$ cat src/design/rxlrb_pkg.sv
// ----------------------------------------------------------------------------
// rxlrb_pkg
// Shared types and constants for the line-framed receive ring buffer.
// ----------------------------------------------------------------------------
package rxlrb_pkg;

	// item opcodes
	localparam logic OP_BYTE = 1'b0;
	localparam logic OP_LINE = 1'b1;

	// result status codes
	localparam logic STATUS_DATA    = 1'b0;
	localparam logic STATUS_NO_LINE = 1'b1;

	localparam logic [7:0] NEWLINE_CHAR = 8'h0A;

	// configuration port
	localparam int CFG_IDX_W  = 3;
	localparam int CFG_DATA_W = 8;
	localparam logic [CFG_IDX_W-1:0] CFG_IGNORE_COUNT  = 3'd0;
	localparam logic [CFG_IDX_W-1:0] CFG_IGNORE_CHAR_A = 3'd1;
	localparam logic [CFG_IDX_W-1:0] CFG_IGNORE_CHAR_B = 3'd2;
	localparam logic [CFG_IDX_W-1:0] CFG_IGNORE_CHAR_C = 3'd3;
	localparam logic [CFG_IDX_W-1:0] CFG_IGNORE_CHAR_D = 3'd4;

	localparam int NUM_IGNORE = 4;

	typedef struct packed {
		logic       op;
		logic [7:0] data;
	} cmd_t;

	// head of the front-to-back command queue
	typedef struct packed {
		logic valid;
		cmd_t cmd;
	} cmdq_t;

	typedef struct packed {
		logic       status;
		logic [7:0] line_byte;
		logic       last_byte;
	} rsp_t;

	typedef enum logic {
		BK_IDLE,
		BK_STREAM
	} back_state_t;

endpackage

$ cat src/design/rxlrb_ifs.sv
// ----------------------------------------------------------------------------
// rxlrb channel interfaces
// Valid/ready channels for incoming items and outgoing line results.
// ----------------------------------------------------------------------------
interface rxlrb_in_if;
	logic       valid;
	logic       ready;
	logic       op;
	logic [7:0] rx_byte;

	modport source (output valid, output op, output rx_byte, input ready);
	modport sink (input valid, input op, input rx_byte, output ready);
endinterface

interface rxlrb_out_if;
	logic       valid;
	logic       ready;
	logic       status;
	logic [7:0] line_byte;
	logic       last_byte;

	modport source (output valid, output status, output line_byte, output last_byte,
		input ready);
	modport sink (input valid, input status, input line_byte, input last_byte,
		output ready);
endinterface

$ cat src/design/rxlrb_ram.sv
// ----------------------------------------------------------------------------
// rxlrb_ram
// Generic simple dual-port RAM, one write port, one registered read port.
// ----------------------------------------------------------------------------
module rxlrb_ram #(
	parameter int WIDTH = 8,
	parameter int DEPTH = 64
) (
	input  logic                     clk,
	input  logic                     we,
	input  logic [$clog2(DEPTH)-1:0] waddr,
	input  logic [WIDTH-1:0]         wdata,
	input  logic                     re,
	input  logic [$clog2(DEPTH)-1:0] raddr,
	output logic [WIDTH-1:0]         rdata
);

	logic [WIDTH-1:0] mem_q [DEPTH];

	always_ff @(posedge clk) begin
		if (we) begin
			mem_q[waddr] <= wdata;
		end
		if (re) begin
			rdata <= mem_q[raddr];
		end
	end

endmodule

$ cat src/design/rxlrb_front.sv
// ----------------------------------------------------------------------------
// rxlrb_front
// Accepts items, drops ignored bytes, queues the rest for the back end.
// ----------------------------------------------------------------------------
module rxlrb_front (
	input  logic                               clk,
	input  logic                               arst_n,
	rxlrb_in_if.sink                           cmd,
	input  logic                               cfg_we,
	input  logic [rxlrb_pkg::CFG_IDX_W-1:0]    cfg_index,
	input  logic [rxlrb_pkg::CFG_DATA_W-1:0]   cfg_data,
	output rxlrb_pkg::cmdq_t                   head,
	input  logic                               pop
);

	logic [2:0]       ign_cnt_q;
	logic [7:0]       ign_char_q [rxlrb_pkg::NUM_IGNORE];
	rxlrb_pkg::cmd_t  queue_q [2];
	logic             wr_q;
	logic             rd_q;
	logic [1:0]       cnt_q;
	logic             ignored;
	logic             accept;
	logic             push;

	// configuration registers
	always_ff @(posedge clk or negedge arst_n) begin
		if (!arst_n) begin
			ign_cnt_q <= '0;
			for (int k = 0; k < rxlrb_pkg::NUM_IGNORE; k++) begin
				ign_char_q[k] <= '0;
			end
		end else if (cfg_we) begin
			case (cfg_index)
				rxlrb_pkg::CFG_IGNORE_COUNT:  ign_cnt_q     <= cfg_data[2:0];
				rxlrb_pkg::CFG_IGNORE_CHAR_A: ign_char_q[0] <= cfg_data;
				rxlrb_pkg::CFG_IGNORE_CHAR_B: ign_char_q[1] <= cfg_data;
				rxlrb_pkg::CFG_IGNORE_CHAR_C: ign_char_q[2] <= cfg_data;
				rxlrb_pkg::CFG_IGNORE_CHAR_D: ign_char_q[3] <= cfg_data;
				default: ;
			endcase
		end
	end

	// counts above four cover all four slots
	always_comb begin
		ignored = 1'b0;
		for (int k = 0; k < rxlrb_pkg::NUM_IGNORE; k++) begin
			if ((ign_cnt_q > 3'(k)) && (ign_char_q[k] == cmd.rx_byte)) begin
				ignored = 1'b1;
			end
		end
	end

	assign cmd.ready = (cnt_q != 2'd2);
	assign accept    = cmd.valid && cmd.ready;
	assign push      = accept && !((cmd.op == rxlrb_pkg::OP_BYTE) && ignored);

	always_ff @(posedge clk or negedge arst_n) begin
		if (!arst_n) begin
			wr_q  <= 1'b0;
			rd_q  <= 1'b0;
			cnt_q <= '0;
		end else begin
			if (push) begin
				wr_q <= ~wr_q;
			end
			if (pop) begin
				rd_q <= ~rd_q;
			end
			cnt_q <= cnt_q + {1'b0, push} - {1'b0, pop};
		end
	end

	always_ff @(posedge clk) begin
		if (push) begin
			queue_q[wr_q] <= '{op: cmd.op, data: cmd.rx_byte};
		end
	end

	assign head.valid = (cnt_q != 2'd0);
	assign head.cmd   = queue_q[rd_q];

endmodule

$ cat src/design/rxlrb_back.sv
// ----------------------------------------------------------------------------
// rxlrb_back
// Executes queued commands: ring writes, line streaming, result buffering.
// ----------------------------------------------------------------------------
module rxlrb_back #(
	parameter int RX_DEPTH = 64
) (
	input  logic             clk,
	input  logic             arst_n,
	input  rxlrb_pkg::cmdq_t head,
	output logic             pop,
	rxlrb_out_if.source      rsp
);

	localparam int AW = $clog2(RX_DEPTH);

	rxlrb_pkg::back_state_t state_q, state_d;

	logic [AW-1:0] wr_idx_q;
	logic [AW-1:0] old_idx_q;
	logic [AW-1:0] nl_idx_q;
	logic          nlv_q;
	logic [AW-1:0] rd_ptr_q;

	logic          ram_we;
	logic          issue;
	logic          noline;
	logic          start;
	logic          is_last;
	logic          can_issue;
	logic [7:0]    ram_rdata;

	logic          vld_s1;
	logic          noline_s1;
	logic          last_s1;

	rxlrb_pkg::rsp_t fifo_q [2];
	logic            fwr_q;
	logic            frd_q;
	logic [1:0]      fcnt_q;
	logic [1:0]      occ;
	logic            fpop;
	logic [AW-1:0]   wr_nxt;

	function automatic logic [AW-1:0] ring_next(input logic [AW-1:0] i);
		return (i == AW'(RX_DEPTH - 1)) ? '0 : i + 1'b1;
	endfunction

	assign fpop      = rsp.valid && rsp.ready;
	// result slots occupied after this cycle's push and pop
	assign occ       = fcnt_q + {1'b0, vld_s1} - {1'b0, fpop};
	assign can_issue = (occ < 2'd2);
	assign wr_nxt    = ring_next(wr_idx_q);

	always_comb begin
		state_d = state_q;
		pop     = 1'b0;
		ram_we  = 1'b0;
		issue   = 1'b0;
		noline  = 1'b0;
		start   = 1'b0;
		is_last = 1'b0;
		case (state_q)
			rxlrb_pkg::BK_IDLE: begin
				if (head.valid) begin
					if (head.cmd.op == rxlrb_pkg::OP_BYTE) begin
						pop    = 1'b1;
						ram_we = 1'b1;
					end else if (can_issue) begin
						pop = 1'b1;
						if (!nlv_q) begin
							noline = 1'b1;
						end else begin
							start   = 1'b1;
							state_d = rxlrb_pkg::BK_STREAM;
						end
					end
				end
			end
			rxlrb_pkg::BK_STREAM: begin
				if (can_issue) begin
					issue   = 1'b1;
					is_last = (rd_ptr_q == nl_idx_q);
					if (is_last) begin
						state_d = rxlrb_pkg::BK_IDLE;
					end
				end
			end
			default: state_d = rxlrb_pkg::BK_IDLE;
		endcase
	end

	always_ff @(posedge clk or negedge arst_n) begin
		if (!arst_n) begin
			state_q   <= rxlrb_pkg::BK_IDLE;
			wr_idx_q  <= '0;
			old_idx_q <= '0;
			nl_idx_q  <= '0;
			nlv_q     <= 1'b0;
			rd_ptr_q  <= '0;
			vld_s1    <= 1'b0;
		end else begin
			state_q <= state_d;
			vld_s1  <= issue || noline;
			if (ram_we) begin
				wr_idx_q <= wr_nxt;
				if (head.cmd.data == rxlrb_pkg::NEWLINE_CHAR) begin
					nl_idx_q <= wr_idx_q;
					nlv_q    <= 1'b1;
				end else if (nlv_q && (wr_nxt == nl_idx_q)) begin
					nlv_q <= 1'b0;
				end
				if (wr_nxt == old_idx_q) begin
					old_idx_q <= ring_next(old_idx_q);
				end
			end
			if (start) begin
				rd_ptr_q <= old_idx_q;
			end
			if (issue) begin
				rd_ptr_q <= ring_next(rd_ptr_q);
				if (is_last) begin
					old_idx_q <= ring_next(nl_idx_q);
					nlv_q     <= 1'b0;
				end
			end
		end
	end

	always_ff @(posedge clk) begin
		noline_s1 <= noline;
		last_s1   <= is_last || noline;
	end

	rxlrb_ram #(
		.WIDTH (8),
		.DEPTH (RX_DEPTH)
	) u_ram (
		.clk   (clk),
		.we    (ram_we),
		.waddr (wr_idx_q),
		.wdata (head.cmd.data),
		.re    (issue),
		.raddr (rd_ptr_q),
		.rdata (ram_rdata)
	);

	// two-entry result queue
	always_ff @(posedge clk or negedge arst_n) begin
		if (!arst_n) begin
			fwr_q  <= 1'b0;
			frd_q  <= 1'b0;
			fcnt_q <= '0;
		end else begin
			if (vld_s1) begin
				fwr_q <= ~fwr_q;
			end
			if (fpop) begin
				frd_q <= ~frd_q;
			end
			fcnt_q <= occ;
		end
	end

	always_ff @(posedge clk) begin
		if (vld_s1) begin
			fifo_q[fwr_q].status    <= noline_s1 ? rxlrb_pkg::STATUS_NO_LINE
				: rxlrb_pkg::STATUS_DATA;
			fifo_q[fwr_q].line_byte <= noline_s1 ? 8'h00 : ram_rdata;
			fifo_q[fwr_q].last_byte <= last_s1;
		end
	end

	assign rsp.valid     = (fcnt_q != 2'd0);
	assign rsp.status    = fifo_q[frd_q].status;
	assign rsp.line_byte = fifo_q[frd_q].line_byte;
	assign rsp.last_byte = fifo_q[frd_q].last_byte;

	a_fifo_bound: assert property (@(posedge clk) disable iff (!arst_n)
		fcnt_q != 2'd3)
		else $error("result queue overfilled");

	a_push_room: assert property (@(posedge clk) disable iff (!arst_n)
		vld_s1 |-> (fcnt_q != 2'd2 || fpop))
		else $error("read data arrived with no result slot");

	a_stream_mark: assert property (@(posedge clk) disable iff (!arst_n)
		(state_q == rxlrb_pkg::BK_STREAM) |-> nlv_q)
		else $error("streaming without a recorded newline");

	a_last_clears: assert property (@(posedge clk) disable iff (!arst_n)
		(issue && is_last) |=> (!nlv_q && state_q == rxlrb_pkg::BK_IDLE))
		else $error("line end did not clear the newline mark");

endmodule

$ cat src/design/rx_line_ring_buffer.sv
// ----------------------------------------------------------------------------
// rx_line_ring_buffer
// Line-framed receive ring buffer with configurable ignored characters.
// ----------------------------------------------------------------------------
// Each item on cmd is either a received byte (op 0) or a line request
// (op 1). The front end takes an item every cycle while its two-entry
// command queue has room; bytes matching one of the active ignore
// characters are dropped there and cost no back-end time. In the back end a
// stored byte is one RAM write plus pointer update. A line request is
// dispatched, then its bytes are read out through the single RAM read port,
// paced by the two-entry result queue on rsp; a request with no recorded
// newline yields a single no-line result. The ring RAM needs no clearing
// pass: a run only reads entries already written.
// ----------------------------------------------------------------------------
module rx_line_ring_buffer #(
	parameter int RX_DEPTH = 64
) (
	input  logic                             clk,
	input  logic                             arst_n,
	rxlrb_in_if.sink                         cmd,
	rxlrb_out_if.source                      rsp,
	input  logic                             cfg_we,
	input  logic [rxlrb_pkg::CFG_IDX_W-1:0]  cfg_index,
	input  logic [rxlrb_pkg::CFG_DATA_W-1:0] cfg_data
);

	// queue head from front to back, and its pop strobe
	rxlrb_pkg::cmdq_t head;
	logic             pop;

	// front: config registers, ignore filter, command queue
	rxlrb_front u_front (
		.clk       (clk),
		.arst_n    (arst_n),
		.cmd       (cmd),
		.cfg_we    (cfg_we),
		.cfg_index (cfg_index),
		.cfg_data  (cfg_data),
		.head      (head),
		.pop       (pop)
	);

	// back: ring pointers, store, line streaming, result queue
	rxlrb_back #(
		.RX_DEPTH (RX_DEPTH)
	) u_back (
		.clk    (clk),
		.arst_n (arst_n),
		.head   (head),
		.pop    (pop),
		.rsp    (rsp)
	);

endmodule

$ cat src/flat_wrapper.sv
// flat-port wrapper written by rule: the top's interface ports become plain ports
module rx_line_ring_buffer_flat 
#(
	parameter int RX_DEPTH = 64
)
  (clk, arst_n, cfg_we, cfg_index, cfg_data, cmd_valid, cmd_op, cmd_rx_byte, cmd_ready, rsp_valid, rsp_status, rsp_line_byte, rsp_last_byte, rsp_ready);
  rxlrb_in_if cmd_i ();
  rxlrb_out_if rsp_i ();
  input  logic clk;
  input  logic arst_n;
  input  logic cfg_we;
  input  logic [rxlrb_pkg::CFG_IDX_W-1:0] cfg_index;
  input  logic [rxlrb_pkg::CFG_DATA_W-1:0] cfg_data;
  input wire logic [$bits(cmd_i.valid)-1:0] cmd_valid;
  input wire logic [$bits(cmd_i.op)-1:0] cmd_op;
  input wire logic [$bits(cmd_i.rx_byte)-1:0] cmd_rx_byte;
  output wire logic [$bits(cmd_i.ready)-1:0] cmd_ready;
  output wire logic [$bits(rsp_i.valid)-1:0] rsp_valid;
  output wire logic [$bits(rsp_i.status)-1:0] rsp_status;
  output wire logic [$bits(rsp_i.line_byte)-1:0] rsp_line_byte;
  output wire logic [$bits(rsp_i.last_byte)-1:0] rsp_last_byte;
  input wire logic [$bits(rsp_i.ready)-1:0] rsp_ready;
  assign cmd_i.valid = cmd_valid;
  assign cmd_i.op = cmd_op;
  assign cmd_i.rx_byte = cmd_rx_byte;
  assign cmd_ready = cmd_i.ready;
  assign rsp_valid = rsp_i.valid;
  assign rsp_status = rsp_i.status;
  assign rsp_line_byte = rsp_i.line_byte;
  assign rsp_last_byte = rsp_i.last_byte;
  assign rsp_i.ready = rsp_ready;
  rx_line_ring_buffer #(.RX_DEPTH(RX_DEPTH)) u_core (.clk(clk), .arst_n(arst_n), .cmd(cmd_i), .rsp(rsp_i), .cfg_we(cfg_we), .cfg_index(cfg_index), .cfg_data(cfg_data));
endmodule
$ cat config.mk
export PLATFORM = sky130hd
export DESIGN_NAME = rx_line_ring_buffer_flat
export DESIGN_NICKNAME = d
export VERILOG_FILES = /design/src/design/rxlrb_pkg.sv /design/src/design/rxlrb_ifs.sv /design/src/design/rxlrb_ram.sv /design/src/design/rxlrb_front.sv /design/src/design/rxlrb_back.sv /design/src/design/rx_line_ring_buffer.sv /design/src/flat_wrapper.sv
export SDC_FILE = /design/constraint.sdc
export NUM_CORES = 1
export LEC_CHECK = 0
export ABC_AREA = 1
export BUFFER_PORTS_ARGS = -buffer_cell sky130_fd_sc_hd__buf_2
export CORE_MARGIN = 2
export CORE_UTILIZATION = 25
export DETAILED_ROUTE_END_ITERATION = 8
export PLACE_DENSITY_LB_ADDON = 0.3
export SLEW_MARGIN = 40
export SYNTH_ARGS = -nofsm -noshare
export SYNTH_HDL_FRONTEND = slang
export SYNTH_SLANG_ARGS = --single-unit
export TNS_END_PERCENT = 50
$ cat constraint.sdc
create_clock -name clk -period 4.9 [get_ports clk]
set_input_delay 0.98 -clock clk [delete_from_list [all_inputs] [get_ports clk]]
set_output_delay 0.98 -clock clk [all_outputs]
set_load 0.03 [all_outputs]
==> results.md <==
- Total negative slack: 0 ns
- Final Cycle Share: 0.642
- Cell Area, Synth: 26500 sq um
- DR vias: 17109
- Internal power: 11100 uW
- CTS buffer count: 68
- Die area: 108000 sq um
- DRT iter0 DRCs: 1142
- Clk buf depth: 3
- Maximum vdd drop: 0.447 mV
- Yosys cell types: 40
- Hold_ws: 0.410 ns
- Post-CTS resize count: 0
- Slew margin rel.: 0.414
- Register clock-pin slew on the reported worst setup and hold paths: 0.06 ns
- Final nets: 2379
- Drt total wl: 69000 microns
- Hold WC Path Type: input port to async pin
- Fin area: 30300 sq um
- ANT nets after route: 0
- Max FO, Critical Path: 19
- DRC violations left: 0
- Sequential share of power: 0.409
- Final cell count without fillers: 3789
- CTS H-Tree Depth: 3
- Die width: 329 microns
- Post-CTS Setup Bufs: 0
- Grt total ovfl: 0
- Area after DPL: 28100 sq um
- Worst path required time: 5.14 ns
- Outcome: completed
- Post-synth net total: 2374
- Gpl congestion: 0.773
- CTS root buf: clkbuf_16
- Row cnt: 119
- Critical Path AT: 3.39 ns
- Comb pwr share: 0.313
- Worst-Margin Slew: 0.875 ns
- DP HPWL: 39500 microns
- CTS tree: done
- Initial antenna violation count: 0
- DR WL/cell: 18.2 microns
- Die H: 329 microns
- Num ports: 37
- Clk_skew: 0.0216 ns
- Sw Share: 0.372
- First-pass iteration count of the detailed router: 7
- Vias in the first global route: 16859
- Layout cells sized above 1: 0.0992
- Post-Place Cells: 3666
- Unrepaired setup endpoints after global routing: no
- Diode count: 0
- Async set-reset flop share out of synthesis: 0.111
- Crit path top cell by count: nand2_4
- Total GRT Usage: 0.126
- Leakage: 0.0106 uW
- Area Overhead vs Synth: 14.4%
- Min Tclk post-route: 3.15 ns
- Crit end category: register
- Hold Buf Count CTS: 0
- Final Util: 0.288
- Clk sinks: 630
- CP Class: register to register
- Core area: 105000 sq um
- Clock Power Share: 0.279
- Leading cell types in the layout, fill and taps excluded: 558 x edfxtp_1, 460 x nand2_1, 336 x nor2_1, 304 x o21ai_0, 129 x o22ai_1
- Commonest non-fill, non-tap cell in the layout: edfxtp_1
- Yosys reg bits: 630
- Largest net degree at the start of global routing: 137
- Gate Count Post-Synth: 2341
- Syn_area_per_cell: 11.3 sq um
- Slowest-stage cell, CP: nor2_1
- Maximum clock rate: 318 MHz
- Switching component of the power: 6570 uW
- First-pass GRT wire length: 105000 microns
- Final Hold Vio Count: 0
- Critical Path Start Type: register
- Setup-failing EPs final: 0
- Number of port buffers: 36
- Sequential area share after synthesis: 0.701
- P per Cell Area: 585 nW/um^2
- Max-cap violation count: 0
- Post-synth EDFFs: 558
- Post-synth top flop: edfxtp_1
- Initial Utilization: 0.252
- Crit-path max cell delay: 0.78 ns
- Warning count from the yosys run: 0
- Clk_lat worst skew: 0.62 ns
- Critical-path cell list: inv_2 > nand2_1 > nand2_4 > nand2_4 > inv_1 > nand4_1 > nor2_1
- Max Slew Vio Count: 0
- Via density: 4.52
-- per-stage QoR --
stage / setup WS (ns) / total power, uW
3_5_place_dp: 1.73 / 12900
5_1_grt: 1.50 / 18700
3_3_place_gp: 1.81 / 12900
2_1_floorplan: 2.12 / 10900
6_report: 1.75 / 17700
4_1_cts: 1.72 / 17800
-- synthesized netlist by cell type, types with 2 or more instances --
| cell | instances | area, sq um |
|---|---|---|
| nor2_2 | 3 | 18.8 |
| nor3_1 | 14 | 70.1 |
| inv_1 | 79 | 297 |
| buf_6 | 5 | 56.3 |
| xnor2_1 | 14 | 123 |
| buf_2 | 54 | 270 |
| nand2_2 | 13 | 81.3 |
| dfrtp_1 | 70 | 1750 |
| o21ai_1 | 18 | 90.1 |
| clkbuf_1 | 48 | 180 |
| nand3_1 | 95 | 475 |
| edfxtp_1 | 558 | 16800 |
| nand4_1 | 12 | 75.1 |
| buf_4 | 8 | 60.1 |
| ha_1 | 8 | 100 |
| nor2_1 | 360 | 1350 |
| buf_1 | 14 | 52.6 |
| nand2_4 | 5 | 56.3 |
| nor2_8 | 2 | 40.0 |
| xor2_1 | 21 | 184 |
| nand3_4 | 2 | 35.0 |
| nand3_2 | 3 | 30.0 |
| clkbuf_2 | 2 | 10.0 |
| or2_2 | 3 | 18.8 |
| dfxtp_1 | 2 | 40.0 |
| clkinv_1 | 2 | 7.51 |
| o21ai_0 | 304 | 1520 |
| a21oi_1 | 8 | 40.0 |
| inv_2 | 8 | 30.0 |
| nand2_1 | 468 | 1760 |
| o22ai_1 | 129 | 807 |
-- final timing paths --
kind / start / endpoint / slack [ns] / cells after the start
max: u_core.u_front.rd_q$_DFFE_PN0P_ / u_core.u_back.u_ram.mem_q[7][2]$_DFFE_PP_ / 1.75 / 7
min: arst_n / u_core.u_front.ign_cnt_q[2]$_DFFE_PN0P_ / 0.41 / 1
max reg2reg: u_core.u_front.rd_q$_DFFE_PN0P_ / u_core.u_back.u_ram.mem_q[7][2]$_DFFE_PP_ / 1.75 / 7
min reg2reg: u_core.u_back.last_s1$_DFF_P_ / u_core.u_back.fifo_q[0][0]$_DFFE_PP_ / 0.43 / 0
max in group asynchronous: arst_n / u_core.u_back.rd_ptr_q[1]$_DFFE_PN0P_ / 3.65 / 2
min in group clk: u_core.u_back.last_s1$_DFF_P_ / u_core.u_back.fifo_q[0][0]$_DFFE_PP_ / 0.43 / 0
-- kinds of logic (layout without fill, tap and decap cells) --
group	after synthesis	after routing	synth area share
compound gates	463	463	0.0941
xor+xnor	35	35	0.0116
fa+ha+maj	8	8	0.00378
buf+inv	221	278	0.0367
flops	630	630	0.701
simple gates	984	984	0.153
-- cell type report --
type                       count  area (sq um)
multi-input combinational   1490          7030
timing repair buffer          66           469
clock buffer                  89          1810
clock inverter                33           295
inverter                      90           347
sequential                   630         18600
fill                       10996         74900
tap                         1391          1740
-- layer usage --
layer	vias to the layer above	part of all wire	GRT usage
met4	0	0.024	0.0360
met1	8389	0.45	0.172
met3	111	0.045	0.0202
li1	8235	-	-
met5	-	0	0
met2	374	0.48	0.206
-- worst max-delay path, delay by kind of cell (launching register included) --
| family | cells | cell delay [ns] |
|---|---|---|
| buffers and inverters | 2 | 0.59 |
| AND/OR/NAND/NOR | 5 | 1.66 |
| flip-flops | 1 | 0.51 |
-- sequential cells by signal (all words and copies together) (netlist names), 6 cells and up --
register and cells:
u_core.u_back.fifo_q 20, u_core.u_back.nl_idx_q 6, u_core.u_back.old_idx_q 6, u_core.u_back.rd_ptr_q 6, u_core.u_back.u_ram.mem_q 512, u_core.u_back.u_ram.rdata 8
u_core.u_back.wr_idx_q 6, u_core.u_front.ign_char_q 32, u_core.u_front.queue_q 18
-- power groups by stage --
| stage | clock (uW) | sequential [uW] | combinational, uW |
|---|---|---|---|
| 2_1_floorplan | 0 | 7200 | 3700 |
| 3_3_place_gp | 0 | 7390 | 5490 |
| 3_5_place_dp | 0 | 7400 | 5510 |
| 4_1_cts | 5030 | 7290 | 5520 |
| 5_1_grt | 5230 | 7270 | 6170 |
| 6_report | 4930 | 7230 | 5530 |
Note: power is estimated with default switching activity, not from simulation.
